### config.mk
export PLATFORM = sky130hd
export DESIGN_NAME = c_subset_lexer
export DESIGN_NICKNAME = d
export VERILOG_FILES = /design/src/rtl/clex_pkg.sv /design/src/rtl/c_subset_lexer.sv
export SDC_FILE = /design/constraint.sdc
export NUM_CORES = 1
export LEC_CHECK = 0
export BUFFER_PORTS_ARGS = -buffer_cell sky130_fd_sc_hd__clkbuf_2
export CELL_PAD_IN_SITES_DETAIL_PLACEMENT = 0
export CELL_PAD_IN_SITES_GLOBAL_PLACEMENT = 2
export CORE_ASPECT_RATIO = 0.9
export CORE_MARGIN = 3
export CORE_UTILIZATION = 43
export CTS_CLUSTER_DIAMETER = 120
export DETAILED_ROUTE_END_ITERATION = 10
export PLACE_DENSITY_LB_ADDON = 0.1
export RECOVER_POWER = 50
export SETUP_SLACK_MARGIN = 0.4
export SLEW_MARGIN = 20
export SYNTH_ARGS = -nofsm -noshare
export SYNTH_HDL_FRONTEND = slang
export SYNTH_SLANG_ARGS = --single-unit
### constraint.sdc
create_clock -name clk -period 4.7 [get_ports clk]
set_input_delay 0.235 -clock clk [delete_from_list [all_inputs] [get_ports clk]]
set_output_delay 0.235 -clock clk [all_outputs]
set_load 0.02 [all_outputs]
### src/rtl/clex_pkg.sv
// Shared constants, token codes, keyword table and character classes for the lexer.
package clex_pkg;

    localparam int RES_DEPTH = 4;
    localparam int PTR_W     = 2;
    localparam int CNT_W     = 3;

    localparam int POSITION_BITS_DEF     = 16;
    localparam int KEYWORD_MAX_CHARS_DEF = 6;

    typedef logic [4:0]  kind_t;
    typedef logic [1:0]  err_t;
    typedef logic [7:0]  char_t;
    typedef logic [15:0] field16_t;

    localparam kind_t K_EOF    = 5'd0;
    localparam kind_t K_INTLIT = 5'd7;
    localparam kind_t K_STRLIT = 5'd8;
    localparam kind_t K_ID     = 5'd9;
    localparam kind_t K_PLUS   = 5'd10;
    localparam kind_t K_MINUS  = 5'd11;
    localparam kind_t K_STAR   = 5'd12;
    localparam kind_t K_SLASH  = 5'd13;
    localparam kind_t K_ASSIGN = 5'd14;
    localparam kind_t K_ANDAND = 5'd15;
    localparam kind_t K_OROR   = 5'd16;
    localparam kind_t K_NOT    = 5'd17;
    localparam kind_t K_EQ     = 5'd18;
    localparam kind_t K_NE     = 5'd19;
    localparam kind_t K_LT     = 5'd20;
    localparam kind_t K_GT     = 5'd21;
    localparam kind_t K_LE     = 5'd22;
    localparam kind_t K_GE     = 5'd23;
    localparam kind_t K_COMMA  = 5'd24;
    localparam kind_t K_SEMI   = 5'd25;
    localparam kind_t K_LPAREN = 5'd26;
    localparam kind_t K_RPAREN = 5'd27;
    localparam kind_t K_LBRACE = 5'd28;
    localparam kind_t K_RBRACE = 5'd29;

    localparam err_t ERR_NONE    = 2'd0;
    localparam err_t ERR_UNKNOWN = 2'd1;
    localparam err_t ERR_UNTERM  = 2'd2;

    localparam char_t CH_END    = 8'h00;
    localparam char_t CH_NL     = 8'h0A;
    localparam char_t CH_QUOTE  = 8'h22;
    localparam char_t CH_BSLASH = 8'h5C;
    localparam char_t CH_AMP    = 8'h26;
    localparam char_t CH_PIPE   = 8'h7C;
    localparam char_t CH_SLASH  = 8'h2F;
    localparam char_t CH_EQUAL  = 8'h3D;
    localparam char_t CH_BANG   = 8'h21;
    localparam char_t CH_LESS   = 8'h3C;
    localparam char_t CH_GREAT  = 8'h3E;
    localparam char_t CH_UNDER  = 8'h5F;

    localparam int KW_COUNT = 6;
    // Keyword text packed first byte highest, as the buffer shifts in.
    localparam logic [63:0] KW_TEXT [KW_COUNT] = '{
        64'h0000_0000_0069_6E74,   // int
        64'h0000_0000_766F_6964,   // void
        64'h0000_0000_0000_6966,   // if
        64'h0000_0000_656C_7365,   // else
        64'h0000_0077_6869_6C65,   // while
        64'h0000_7265_7475_726E    // return
    };
    localparam field16_t KW_LEN [KW_COUNT] = '{
        16'd3, 16'd4, 16'd2, 16'd4, 16'd5, 16'd6
    };
    localparam kind_t KW_KIND [KW_COUNT] = '{
        5'd1, 5'd2, 5'd3, 5'd4, 5'd5, 5'd6
    };

    function automatic logic is_digit(input char_t c);
        return (c >= 8'h30) && (c <= 8'h39);
    endfunction

    function automatic logic is_alpha(input char_t c);
        return ((c >= 8'h61) && (c <= 8'h7A)) || ((c >= 8'h41) && (c <= 8'h5A))
            || (c == CH_UNDER);
    endfunction

    function automatic logic is_space(input char_t c);
        return (c == 8'h20) || ((c >= 8'h09) && (c <= 8'h0D));
    endfunction

    function automatic logic is_op_lead(input char_t c);
        return (c == CH_EQUAL) || (c == CH_BANG) || (c == CH_LESS) || (c == CH_GREAT)
            || (c == CH_AMP) || (c == CH_PIPE) || (c == CH_SLASH);
    endfunction

    // Single-byte token kind, K_EOF where the byte is no punctuation.
    function automatic kind_t single_kind(input char_t c);
        kind_t k;
        unique case (c)
            8'h2B:    k = K_PLUS;
            8'h2D:    k = K_MINUS;
            8'h2A:    k = K_STAR;
            CH_SLASH: k = K_SLASH;
            CH_EQUAL: k = K_ASSIGN;
            CH_BANG:  k = K_NOT;
            CH_LESS:  k = K_LT;
            CH_GREAT: k = K_GT;
            8'h2C:    k = K_COMMA;
            8'h3B:    k = K_SEMI;
            8'h28:    k = K_LPAREN;
            8'h29:    k = K_RPAREN;
            8'h7B:    k = K_LBRACE;
            8'h7D:    k = K_RBRACE;
            default:  k = K_EOF;
        endcase
        return k;
    endfunction

    function automatic field16_t sat_inc16(input field16_t v);
        return (v == 16'hFFFF) ? v : v + 16'd1;
    endfunction

    typedef struct packed {
        kind_t    kind;
        err_t     err;
        field16_t line;
        field16_t col;
        field16_t start;
        field16_t length;
        logic     last;
    } res_t;

endpackage

### src/rtl/c_subset_lexer.sv
// Streaming lexer for a small C subset: one source byte in, token beats out.
// A result beat is written into the result queue when the byte that causes it is taken.
// Accepts one byte per cycle while in_ready is high; a byte that yields two results
// is absorbed by a four-entry result queue (in_ready drops below two free).
// Reset (rst_n low, asynchronous): idle, line and column 1, offset 0, queue empty.
// The end byte (0) flushes, emits EOF and returns the scanner to its reset state.
module c_subset_lexer #(
    parameter int POSITION_BITS     = clex_pkg::POSITION_BITS_DEF,
    parameter int KEYWORD_MAX_CHARS = clex_pkg::KEYWORD_MAX_CHARS_DEF
) (
    input  logic        clk,
    input  logic        rst_n,
    input  logic        in_valid,
    output logic        in_ready,
    input  logic [7:0]  char_code,
    output logic        out_valid,
    input  logic        out_ready,
    output logic [4:0]  token_kind,
    output logic [1:0]  error_kind,
    output logic [15:0] token_line,
    output logic [15:0] token_col,
    output logic [15:0] token_start,
    output logic [15:0] token_length,
    output logic        last_of_run
);

    localparam int KwBits = 8 * KEYWORD_MAX_CHARS;

    typedef enum logic [2:0] {
        M_IDLE,
        M_IDENT,
        M_NUMBER,
        M_STRING,
        M_ESCAPE,
        M_OPER,
        M_COMMENT,
        M_DISCARD
    } mode_t;

    typedef logic [POSITION_BITS-1:0] pos_t;

    // Scanner state
    mode_t                       mode_reg,  mode_next;
    pos_t                        pos_reg,   pos_next;
    clex_pkg::field16_t          line_reg,  line_next;
    clex_pkg::field16_t          col_reg,   col_next;
    pos_t                        ppos_reg,  ppos_next;
    clex_pkg::field16_t          pline_reg, pline_next;
    clex_pkg::field16_t          pcol_reg,  pcol_next;
    clex_pkg::field16_t          len_reg,   len_next;
    logic [KwBits-1:0]           kw_reg,    kw_next;
    clex_pkg::char_t             pop_reg,   pop_next;

    // Result queue
    clex_pkg::res_t              fifo_reg [clex_pkg::RES_DEPTH];
    logic [clex_pkg::PTR_W-1:0]  wr_ptr_reg, wr_ptr_next;
    logic [clex_pkg::PTR_W-1:0]  rd_ptr_reg, rd_ptr_next;
    logic [clex_pkg::CNT_W-1:0]  count_reg,  count_next;

    logic                        take;
    logic                        give;
    clex_pkg::char_t             c;

    // Flushed pending result and the byte's own result
    logic                        fv, sv, fresh;
    clex_pkg::res_t              f, s;
    clex_pkg::res_t              slot0, slot1;
    logic                        push0, push1;
    clex_pkg::kind_t             id_kind;
    clex_pkg::field16_t          len_inc;

    function automatic clex_pkg::field16_t sat_pos(input pos_t p);
        logic [31:0] w;
        w = 32'(p);
        return (w > 32'd65535) ? 16'hFFFF : w[15:0];
    endfunction

    assign c        = char_code;
    assign in_ready = (count_reg <= clex_pkg::CNT_W'(clex_pkg::RES_DEPTH - 2));
    assign take     = in_valid && in_ready;
    assign out_valid = (count_reg != '0);
    assign give     = out_valid && out_ready;
    assign len_inc  = clex_pkg::sat_inc16(len_reg);

    assign token_kind   = fifo_reg[rd_ptr_reg].kind;
    assign error_kind   = fifo_reg[rd_ptr_reg].err;
    assign token_line   = fifo_reg[rd_ptr_reg].line;
    assign token_col    = fifo_reg[rd_ptr_reg].col;
    assign token_start  = fifo_reg[rd_ptr_reg].start;
    assign token_length = fifo_reg[rd_ptr_reg].length;
    assign last_of_run  = fifo_reg[rd_ptr_reg].last;

    // Keyword match: parallel compare of the short buffer against each keyword.
    always_comb
    begin
        id_kind = clex_pkg::K_ID;
        if (len_reg <= 16'(KEYWORD_MAX_CHARS))
        begin
            for (int i = 0; i < clex_pkg::KW_COUNT; i++)
            begin
                if ((len_reg == clex_pkg::KW_LEN[i])
                    && (kw_reg == KwBits'(clex_pkg::KW_TEXT[i])))
                begin
                    id_kind = clex_pkg::KW_KIND[i];
                end
            end
        end
    end

    always_comb
    begin
        mode_next  = mode_reg;
        pos_next   = pos_reg;
        line_next  = line_reg;
        col_next   = col_reg;
        ppos_next  = ppos_reg;
        pline_next = pline_reg;
        pcol_next  = pcol_reg;
        len_next   = len_reg;
        kw_next    = kw_reg;
        pop_next   = pop_reg;
        fv    = 1'b0;
        sv    = 1'b0;
        fresh = 1'b0;

        f        = '0;
        f.line   = pline_reg;
        f.col    = pcol_reg;
        f.start  = sat_pos(ppos_reg);
        f.err    = clex_pkg::ERR_NONE;
        s        = '0;
        s.line   = line_reg;
        s.col    = col_reg;
        s.start  = sat_pos(pos_reg);
        s.err    = clex_pkg::ERR_NONE;

        // Finish or extend whatever is pending
        unique case (mode_reg)
            M_IDENT:
            begin
                if (clex_pkg::is_alpha(c) || clex_pkg::is_digit(c))
                begin
                    if (len_reg < 16'(KEYWORD_MAX_CHARS))
                        kw_next = {kw_reg[KwBits-9:0], c};
                    len_next = len_inc;
                end
                else
                begin
                    fv        = 1'b1;
                    f.kind    = id_kind;
                    f.length  = len_reg;
                    mode_next = M_IDLE;
                    fresh     = 1'b1;
                end
            end
            M_NUMBER:
            begin
                if (clex_pkg::is_digit(c))
                    len_next = len_inc;
                else
                begin
                    fv        = 1'b1;
                    f.kind    = clex_pkg::K_INTLIT;
                    f.length  = len_reg;
                    mode_next = M_IDLE;
                    fresh     = 1'b1;
                end
            end
            M_STRING, M_ESCAPE:
            begin
                if (c == clex_pkg::CH_END)
                begin
                    fv        = 1'b1;
                    f.kind    = clex_pkg::K_EOF;
                    f.err     = clex_pkg::ERR_UNTERM;
                    mode_next = M_IDLE;
                    fresh     = 1'b1;
                end
                else
                begin
                    len_next = len_inc;
                    if (mode_reg == M_ESCAPE)
                        mode_next = M_STRING;
                    else if (c == clex_pkg::CH_BSLASH)
                        mode_next = M_ESCAPE;
                    else if (c == clex_pkg::CH_QUOTE)
                    begin
                        fv        = 1'b1;
                        f.kind    = clex_pkg::K_STRLIT;
                        f.length  = len_inc;
                        mode_next = M_IDLE;
                    end
                end
            end
            M_OPER:
            begin
                mode_next = M_IDLE;
                if ((pop_reg == clex_pkg::CH_SLASH) && (c == clex_pkg::CH_SLASH))
                    mode_next = M_COMMENT;
                else if ((pop_reg == clex_pkg::CH_AMP) || (pop_reg == clex_pkg::CH_PIPE))
                begin
                    fv = 1'b1;
                    if (c == pop_reg)
                    begin
                        f.kind   = (pop_reg == clex_pkg::CH_AMP) ? clex_pkg::K_ANDAND
                                                                 : clex_pkg::K_OROR;
                        f.length = 16'd2;
                    end
                    else
                    begin
                        // Lone & or |: report it and drop the rest of the source
                        f.kind = clex_pkg::K_EOF;
                        f.err  = clex_pkg::ERR_UNKNOWN;
                        if (c != clex_pkg::CH_END)
                            mode_next = M_DISCARD;
                        else
                            fresh = 1'b1;
                    end
                end
                else if ((c == clex_pkg::CH_EQUAL) && (pop_reg != clex_pkg::CH_SLASH))
                begin
                    fv       = 1'b1;
                    f.length = 16'd2;
                    priority if (pop_reg == clex_pkg::CH_EQUAL)
                        f.kind = clex_pkg::K_EQ;
                    else if (pop_reg == clex_pkg::CH_BANG)
                        f.kind = clex_pkg::K_NE;
                    else if (pop_reg == clex_pkg::CH_LESS)
                        f.kind = clex_pkg::K_LE;
                    else
                        f.kind = clex_pkg::K_GE;
                end
                else
                begin
                    fv       = 1'b1;
                    f.kind   = clex_pkg::single_kind(pop_reg);
                    f.length = 16'd1;
                    fresh    = 1'b1;
                end
            end
            M_COMMENT:
            begin
                if ((c == clex_pkg::CH_END) || (c == clex_pkg::CH_NL))
                begin
                    mode_next = M_IDLE;
                    fresh     = 1'b1;
                end
            end
            M_DISCARD:
            begin
                if (c == clex_pkg::CH_END)
                begin
                    mode_next = M_IDLE;
                    fresh     = 1'b1;
                end
            end
            M_IDLE:
            begin
                fresh = 1'b1;
            end
            default:
            begin
                mode_next = M_IDLE;
                fresh     = 1'b1;
            end
        endcase

        // Treat the byte on its own
        if (fresh)
        begin
            priority if (c == clex_pkg::CH_END)
            begin
                sv = 1'b1;
                s.kind = clex_pkg::K_EOF;
            end
            else if (clex_pkg::is_space(c))
            begin
                mode_next = mode_next;
            end
            else if (clex_pkg::is_digit(c) || clex_pkg::is_alpha(c)
                     || (c == clex_pkg::CH_QUOTE) || clex_pkg::is_op_lead(c))
            begin
                ppos_next  = pos_reg;
                pline_next = line_reg;
                pcol_next  = col_reg;
                len_next   = 16'd1;
                priority if (clex_pkg::is_digit(c))
                    mode_next = M_NUMBER;
                else if (clex_pkg::is_alpha(c))
                begin
                    mode_next = M_IDENT;
                    kw_next   = KwBits'(c);
                end
                else if (c == clex_pkg::CH_QUOTE)
                    mode_next = M_STRING;
                else
                begin
                    mode_next = M_OPER;
                    pop_next  = c;
                end
            end
            else if (clex_pkg::single_kind(c) != clex_pkg::K_EOF)
            begin
                sv       = 1'b1;
                s.kind   = clex_pkg::single_kind(c);
                s.length = 16'd1;
            end
            else
            begin
                sv        = 1'b1;
                s.kind    = clex_pkg::K_EOF;
                s.err     = clex_pkg::ERR_UNKNOWN;
                mode_next = M_DISCARD;
            end
        end

        // Advance position counters, or return to reset state after the end byte
        if (fresh && (c == clex_pkg::CH_END))
        begin
            mode_next  = M_IDLE;
            pos_next   = '0;
            line_next  = 16'd1;
            col_next   = 16'd1;
            ppos_next  = '0;
            pline_next = 16'd1;
            pcol_next  = 16'd1;
            len_next   = '0;
            kw_next    = '0;
            pop_next   = '0;
        end
        else
        begin
            if (c == clex_pkg::CH_NL)
            begin
                line_next = clex_pkg::sat_inc16(line_reg);
                col_next  = 16'd1;
            end
            else
                col_next = clex_pkg::sat_inc16(col_reg);
            pos_next = (pos_reg == '1) ? pos_reg : pos_reg + 1'b1;
        end

        // Pack results into queue slots, marking the last one of the run
        slot0 = fv ? f : s;
        slot1 = s;
        push0 = take && (fv || sv);
        push1 = take && fv && sv;
        if (fv && sv)
            slot1.last = 1'b1;
        else
            slot0.last = 1'b1;

        wr_ptr_next = wr_ptr_reg + clex_pkg::PTR_W'(push0) + clex_pkg::PTR_W'(push1);
        rd_ptr_next = rd_ptr_reg + clex_pkg::PTR_W'(give);
        count_next  = count_reg + clex_pkg::CNT_W'(push0) + clex_pkg::CNT_W'(push1)
                      - clex_pkg::CNT_W'(give);
    end

    always_ff @(posedge clk or negedge rst_n)
    begin
        if (!rst_n)
        begin
            mode_reg   <= M_IDLE;
            pos_reg    <= '0;
            line_reg   <= 16'd1;
            col_reg    <= 16'd1;
            ppos_reg   <= '0;
            pline_reg  <= 16'd1;
            pcol_reg   <= 16'd1;
            len_reg    <= '0;
            kw_reg     <= '0;
            pop_reg    <= '0;
            wr_ptr_reg <= '0;
            rd_ptr_reg <= '0;
            count_reg  <= '0;
        end
        else
        begin
            if (take)
            begin
                mode_reg  <= mode_next;
                pos_reg   <= pos_next;
                line_reg  <= line_next;
                col_reg   <= col_next;
                ppos_reg  <= ppos_next;
                pline_reg <= pline_next;
                pcol_reg  <= pcol_next;
                len_reg   <= len_next;
                kw_reg    <= kw_next;
                pop_reg   <= pop_next;
            end
            if (push0)
                fifo_reg[wr_ptr_reg] <= slot0;
            if (push1)
                fifo_reg[clex_pkg::PTR_W'(wr_ptr_reg + 1'b1)] <= slot1;
            wr_ptr_reg <= wr_ptr_next;
            rd_ptr_reg <= rd_ptr_next;
            count_reg  <= count_next;
        end
    end

    a_queue_bound: assert property (@(posedge clk) disable iff (!rst_n)
        count_reg <= clex_pkg::CNT_W'(clex_pkg::RES_DEPTH))
        else $error("result queue overflow");

    a_end_resets: assert property (@(posedge clk) disable iff (!rst_n)
        (take && (c == clex_pkg::CH_END))
        |=> ((pos_reg == '0) && (line_reg == 16'd1) && (col_reg == 16'd1)
             && (mode_reg == M_IDLE)))
        else $error("end byte did not return scanner to reset state");

    a_eof_last: assert property (@(posedge clk) disable iff (!rst_n)
        (out_valid && (token_kind == clex_pkg::K_EOF) && (error_kind == clex_pkg::ERR_NONE))
        |-> last_of_run)
        else $error("EOF beat not last of its run");

    a_err_len: assert property (@(posedge clk) disable iff (!rst_n)
        (out_valid && (error_kind != clex_pkg::ERR_NONE)) |-> (token_length == 16'd0))
        else $error("error beat with nonzero length");

    a_str_len: assert property (@(posedge clk) disable iff (!rst_n)
        ((mode_reg == M_STRING) || (mode_reg == M_ESCAPE)) |-> (len_reg != 16'd0))
        else $error("open string with zero length");

endmodule
[Yosys cells after proc, flatten, opt, wreduce, memory -nomap -nowiden]
Memories as Yosys holds them, arrays and structs flattened.
Index checks and enable logic that the tools add are counted.
Word-level totals
  bits in registers: 178
  bits in latches: 0
  RAM bits: 288
  bits in read-only memories: 0
  input bits: 12
  memories: 1
Cells by class
  add/subtract/negate cells: 11
  multiply operators: 0
  divide/modulo/power cells: 0
  $lt $le $gt $ge: 11
  equal/unequal tests: 69
  shift operators: 0
  multiplexer cells: 155
  bitwise operators: 0
  reductions and logical operators: 51
Memories
  fifo_reg: depth 4, bits a word 72, rd ports 1, clocked after Yosys merged registers in 0, write ports 2, line c_subset_lexer.sv:55  | clex_pkg::res_t fifo_reg [clex_pkg::RES_DEPTH];
Operators with widths (number)
  16-bit 2-to-1 mux: 38
  48-bit 2-to-1 mux: 10
  8-bit by 6-bit equality test with 1-bit output (second input constant): 28
  5-bit one-hot mux with 14 select lines: 2
  5-bit 2-to-1 mux: 20
  48-bit by 31-bit equality test with 1-bit output (second input constant): 2
  3-bit 2-to-1 mux: 24
  72-bit 2-to-1 mux: 1
  16-bit by 1-bit adder with 16-bit output (second input constant): 4
  16-bit equality test (second input constant): 4
  8-bit by 7-bit equality test with 1-bit output (second input constant): 8
  8-bit 2-to-1 mux: 8
  16-bit one-hot mux with 4 select lines: 1
  16-bit by 3-bit equality test with 1-bit output (second input constant): 3
  48-bit by 15-bit equality test with 1-bit output (second input constant): 1
  48-bit by 23-bit equality test with 1-bit output (second input constant): 1
  48-bit by 39-bit equality test with 1-bit output (second input constant): 1
  48-bit by 47-bit equality test with 1-bit output (second input constant): 1
  16-bit one-hot mux with 3 select lines: 1
  16-bit by 2-bit equality test with 1-bit output (second input constant): 2
  1-bit 2-to-1 mux: 32
  7-bit 2-to-1 mux: 4
  1-bit logical AND: 21
  5-bit one-hot mux with 4 select lines: 1
  41 further kinds: 79

[Depth between registers and ports, before layout]
  depth after elaboration: 20
  mapped depth: 16
  depth with buffers taken out: 12

[Worst setup path before layout]
Ideal clock, no wire load.
  path type: flip-flop to flip-flop
  start point: register pop_reg[7]
  end point: memory fifo_reg[0][0] (netlist name), enable pin
  library setup time: 637 ps
  arrival: 3604 ps
  setup slack: 459 ps
  stages on the path, launching flop included: 10
  buffers on the path: 2
  clock period less this slack: 4241 ps
  path through: dfrtp_1 -> or4b_1 -> or4_1 -> nand2_2 -> o22ai_2 -> o211a_2 -> o21ai_2 -> buf_2 -> buf_2 -> nand2_1
RTL lines
  start: declaration: line c_subset_lexer.sv:52  | clex_pkg::char_t pop_reg, pop_next;
  start signal: assignment: line c_subset_lexer.sv:390  | pop_reg <= pop_next;
  end: declaration: line c_subset_lexer.sv:55

==> qor.txt <==
======================================================================================================
Relative slew slack                                                                             -0.265
Sequential share of the synthesized area                                                         0.531
CP required                                                                                    5.15 ns
Post-cts sizing count                                                                                0
Fraction of the cycle the final worst path needs                                                 0.894
Cell family contributing the most delay on the critical path                              buffers and inverters
Final setup violating endpoints                                                                      0
Total Die Area                                                                              57500 um^2
Setup TNS Final                                                                                   0 ns
Synth Register Bits                                                                                466
Detailed-router iteration count before antenna repair                                                5
Overall global routing resource usage                                                            0.247
Dominant cells by area after synthesis                                                    sky130_fd_sc_hd__edfxtp_1 29%, sky130_fd_sc_hd__dfrtp_1 19%, sky130_fd_sc_hd__a22o_1 9.0%, sky130_fd_sc_hd__mux4_2 6.9%, sky130_fd_sc_hd__dfxtp_1 5.5%
Post-synthesis cell area                                                                    23500 um^2
Postcts setup bufs                                                                                   0
Final count of pins violating max slew                                                             113
Area fraction of the dominant cell type after synthesis                                          0.286
Post-Synthesis Cells                                                                              2036
Syn Area/Cell                                                                                11.5 um^2
Post-route clock skew                                                                        0.0198 ns
H-tree levels                                                                                        2
Arrival time reported for the critical path endpoint                                           4.66 ns
Number of global-route vias before repair                                                        17.2k
Pwr Density                                                                                493 nW/um^2
Core Area                                                                                   53600 um^2
Violation count after the first detailed-routing iteration                                        1708
Yosys top cell by area                                                                    sky130_fd_sc_hd__edfxtp_1
Crit start category                                                                               flop
Port buffer count                                                                                   85
RSZ-0062 raised after global routing                                                             false
Ant diodes                                                                                           0
Critical Setup Path Class                                                                 flop to flop
TritonCTS clock tree                                                                              done
Reported max-cap violation count                                                                     4
Fin crit period                                                                                4.20 ns
Clk_lat worst skew                                                                             0.60 ns
Distinct cell type count after synthesis                                                            93
Fin nets                                                                                          2054
Wire length per cell after detailed routing                                                    25.8 um
Sum of net half-perimeters after detailed placement                                           43500 um
Cell Chain, Critical Path                                                                 clkbuf_1 -> nor4b_1 -> o211ai_1 -> clkbuf_1 -> a21bo_1 -> o22ai_2 -> o211a_1 -> nand2_1 -> o21ai_4 -> buf_4 -> a22o_1
WHS                                                                                          0.0584 ns
First-pass GRT wire length                                                                   110000 um
Violated checks                                                                           capacitance limit, slew limit
Number of antenna violations at the first check in global routing                                    0
Boundary pin count                                                                                  86
Hold Vio Cnt, Final                                                                                  0
Start point of the worst hold path                                                           out_ready
Crit path top cell by count                                                               sky130_fd_sc_hd__clkbuf_1
Synth async-reset ratio                                                                          0.382
EDFF count, synth                                                                                  224
Leakage                                                                                        9.88 nW
Share of post-route cells with drive strength above 1                                            0.128
Main flop type after synthesis                                                            sky130_fd_sc_hd__edfxtp_1
Largest register FFs                                                                               288
Post-detailed-route via-to-cell ratio                                                             6.39
Count of antenna-violating nets left after detailed routing                                          0
Worst flop-to-flop path startpoint                                                          pop_reg[4]
Via total after detailed routing                                                                 17.7k
CP Launch Point                                                                             pop_reg[4]
Die outline height                                                                              228 um
DRC violations left                                                                                  0
Crit-path max FO                                                                                    49
Number of warnings printed during yosys synthesis                                                    0
Row count                                                                                           80
Type of element capturing the critical path                                                       flop
Number of buffers created by CTS                                                                    50
Actual transition at the worst max-transition pin                                              1.90 ns
Pin count of the biggest net entering global routing                                               144
Clock sink count                                                                                   466
Total global routing overflow                                                                        0
Reg-to-reg setup timing slack                                                                  0.50 ns
Peak supply drop                                                                                360 uV
Clock Tree Root                                                                           sky130_fd_sc_hd__clkbuf_16
Status                                                                                    finished with violations
Routed WL                                                                                     71500 um
Starting Density                                                                                 0.439
Delay of the slowest cell on the worst path                                                    0.67 ns
Path type of the worst min-delay path                                                     input port to flop
Post-placement worst setup slack                                                              0.717 ns
P&R area growth vs syn                                                                           10.5%
Syn Nets                                                                                          2061
Final weighted congestion in routability-driven placement                                        0.914
Die boundary width                                                                              252 um
Clock transition at the register clock pins on the worst setup and hold paths after CTS        0.06 ns
Min setup slack post-route                                                                    0.496 ns
Max Freq                                                                                       238 MHz
Max clock buf depth                                                                                  3
Cell with the biggest individual delay on the critical path                               sky130_fd_sc_hd__clkbuf_1
Number of buffer and inverter instances along the worst setup path                                   3
======================================================================================================
## tightest hold or removal path: stages
cell                       delay, ns
sky130_fd_sc_hd__clkbuf_2       0.08
sky130_fd_sc_hd__and2_1         0.16
sky130_fd_sc_hd__ha_1           0.14
## layout by cell type, fill, tap and decap left out, drive strengths merged, types with 39 or more instances in the layout
cell,netlist,final
a21oi,63,63
buf,55,39
dfrtp,174,174
nand2,104,104
a21o,57,57
nand3,74,74
edfxtp,224,224
a22o,241,241
and3,65,65
dfxtp,64,64
o21ai,140,140
nor2,110,110
nor3,39,39
mux4,72,72
clkbuf,145,179
## kinds of logic (layout without fill, tap and decap cells)
kind of cell,after synthesis,after routing,share of synthesized area
flops,466,466,0.531
mux,90,90,0.0771
compound gates,656,656,0.208
simple gates,559,559,0.128
fa+ha+maj,13,13,0.00788
xor+xnor,26,26,0.00969
buf+inv,226,261,0.0390
## final cells by class
type,count,area (um^2)
multi-input cells,1344,10200
clock inverters,16,121
flip-flops and latches,466,12500
fillers,4834,27600
clock buffers,78,1460
inverters,26,97.6
well taps,697,872
repair buffers,141,756
## synthesized netlist by cell type, drive strengths merged, types with 9 or more instances
master	count
a22o	241
edfxtp	224
dfrtp	174
clkbuf	145
o21ai	140
nor2	110
nand2	104
nand3	74
mux4	72
and3	65
dfxtp	64
a21oi	63
a21o	57
buf	55
nor3	39
nand4	29
inv	26
o2bb2ai	26
a31oi	20
nor4	20
xor2	19
and2	18
o31ai	16
o22ai	15
nor2b	14
nand2b	13
o211ai	12
nor3b	11
and4	10
ha	10
mux2i	10
o32ai	9
## metal layers
metal	vias up	share of wire	wire [um]	track usage
li1	7912	-	-	-
met1	9034	0.45	32400	0.364
met5	-	0	0	0
met4	0	0.018	1250	0.0526
met3	89	0.073	5190	0.0460
met2	639	0.46	32700	0.383
## per-stage QoR
stage / utilization / instance area [um^2] / power [mW] / instances
after floorplan: - / 23500 / 7.65 / 2036
after global placement: 0.459 / 24600 / 9.14 / 2673
after detailed placement: 0.459 / 24600 / 9.15 / 2673
after CTS: 0.489 / 26200 / 13.0 / 2768
after global routing: 0.485 / 26000 / 13.4 / 2768
final: 0.485 / 26000 / 12.8 / 2768
## worst paths after layout
check | endpoint | cells after the start
worst max-delay path | fifo_reg[0][57] | 11
worst min-delay path | rd_ptr_reg[0] | 3
worst max register to register | fifo_reg[0][57] | 11
worst min register to register | fifo_reg[3][5] | 1
max in group asynchronous | pcol_reg[6] | 4
min in group asynchronous | kw_reg[0] | 2
## report_power, final
part / internal, mW / switching [mW] / leakage [nW]
Sequential: 4.61 / 0.591 / 4.88
Combinational: 1.31 / 2.45 / 4.22
Clock: 2.19 / 1.65 / 0.780
## what timing repair did
action                     CTS  global route
hold buffers                 1             0
hold endpoints to repair    35             0
setup endpoints to repair    0             0
No activity file was read; power rests on OpenSTA's default activity.
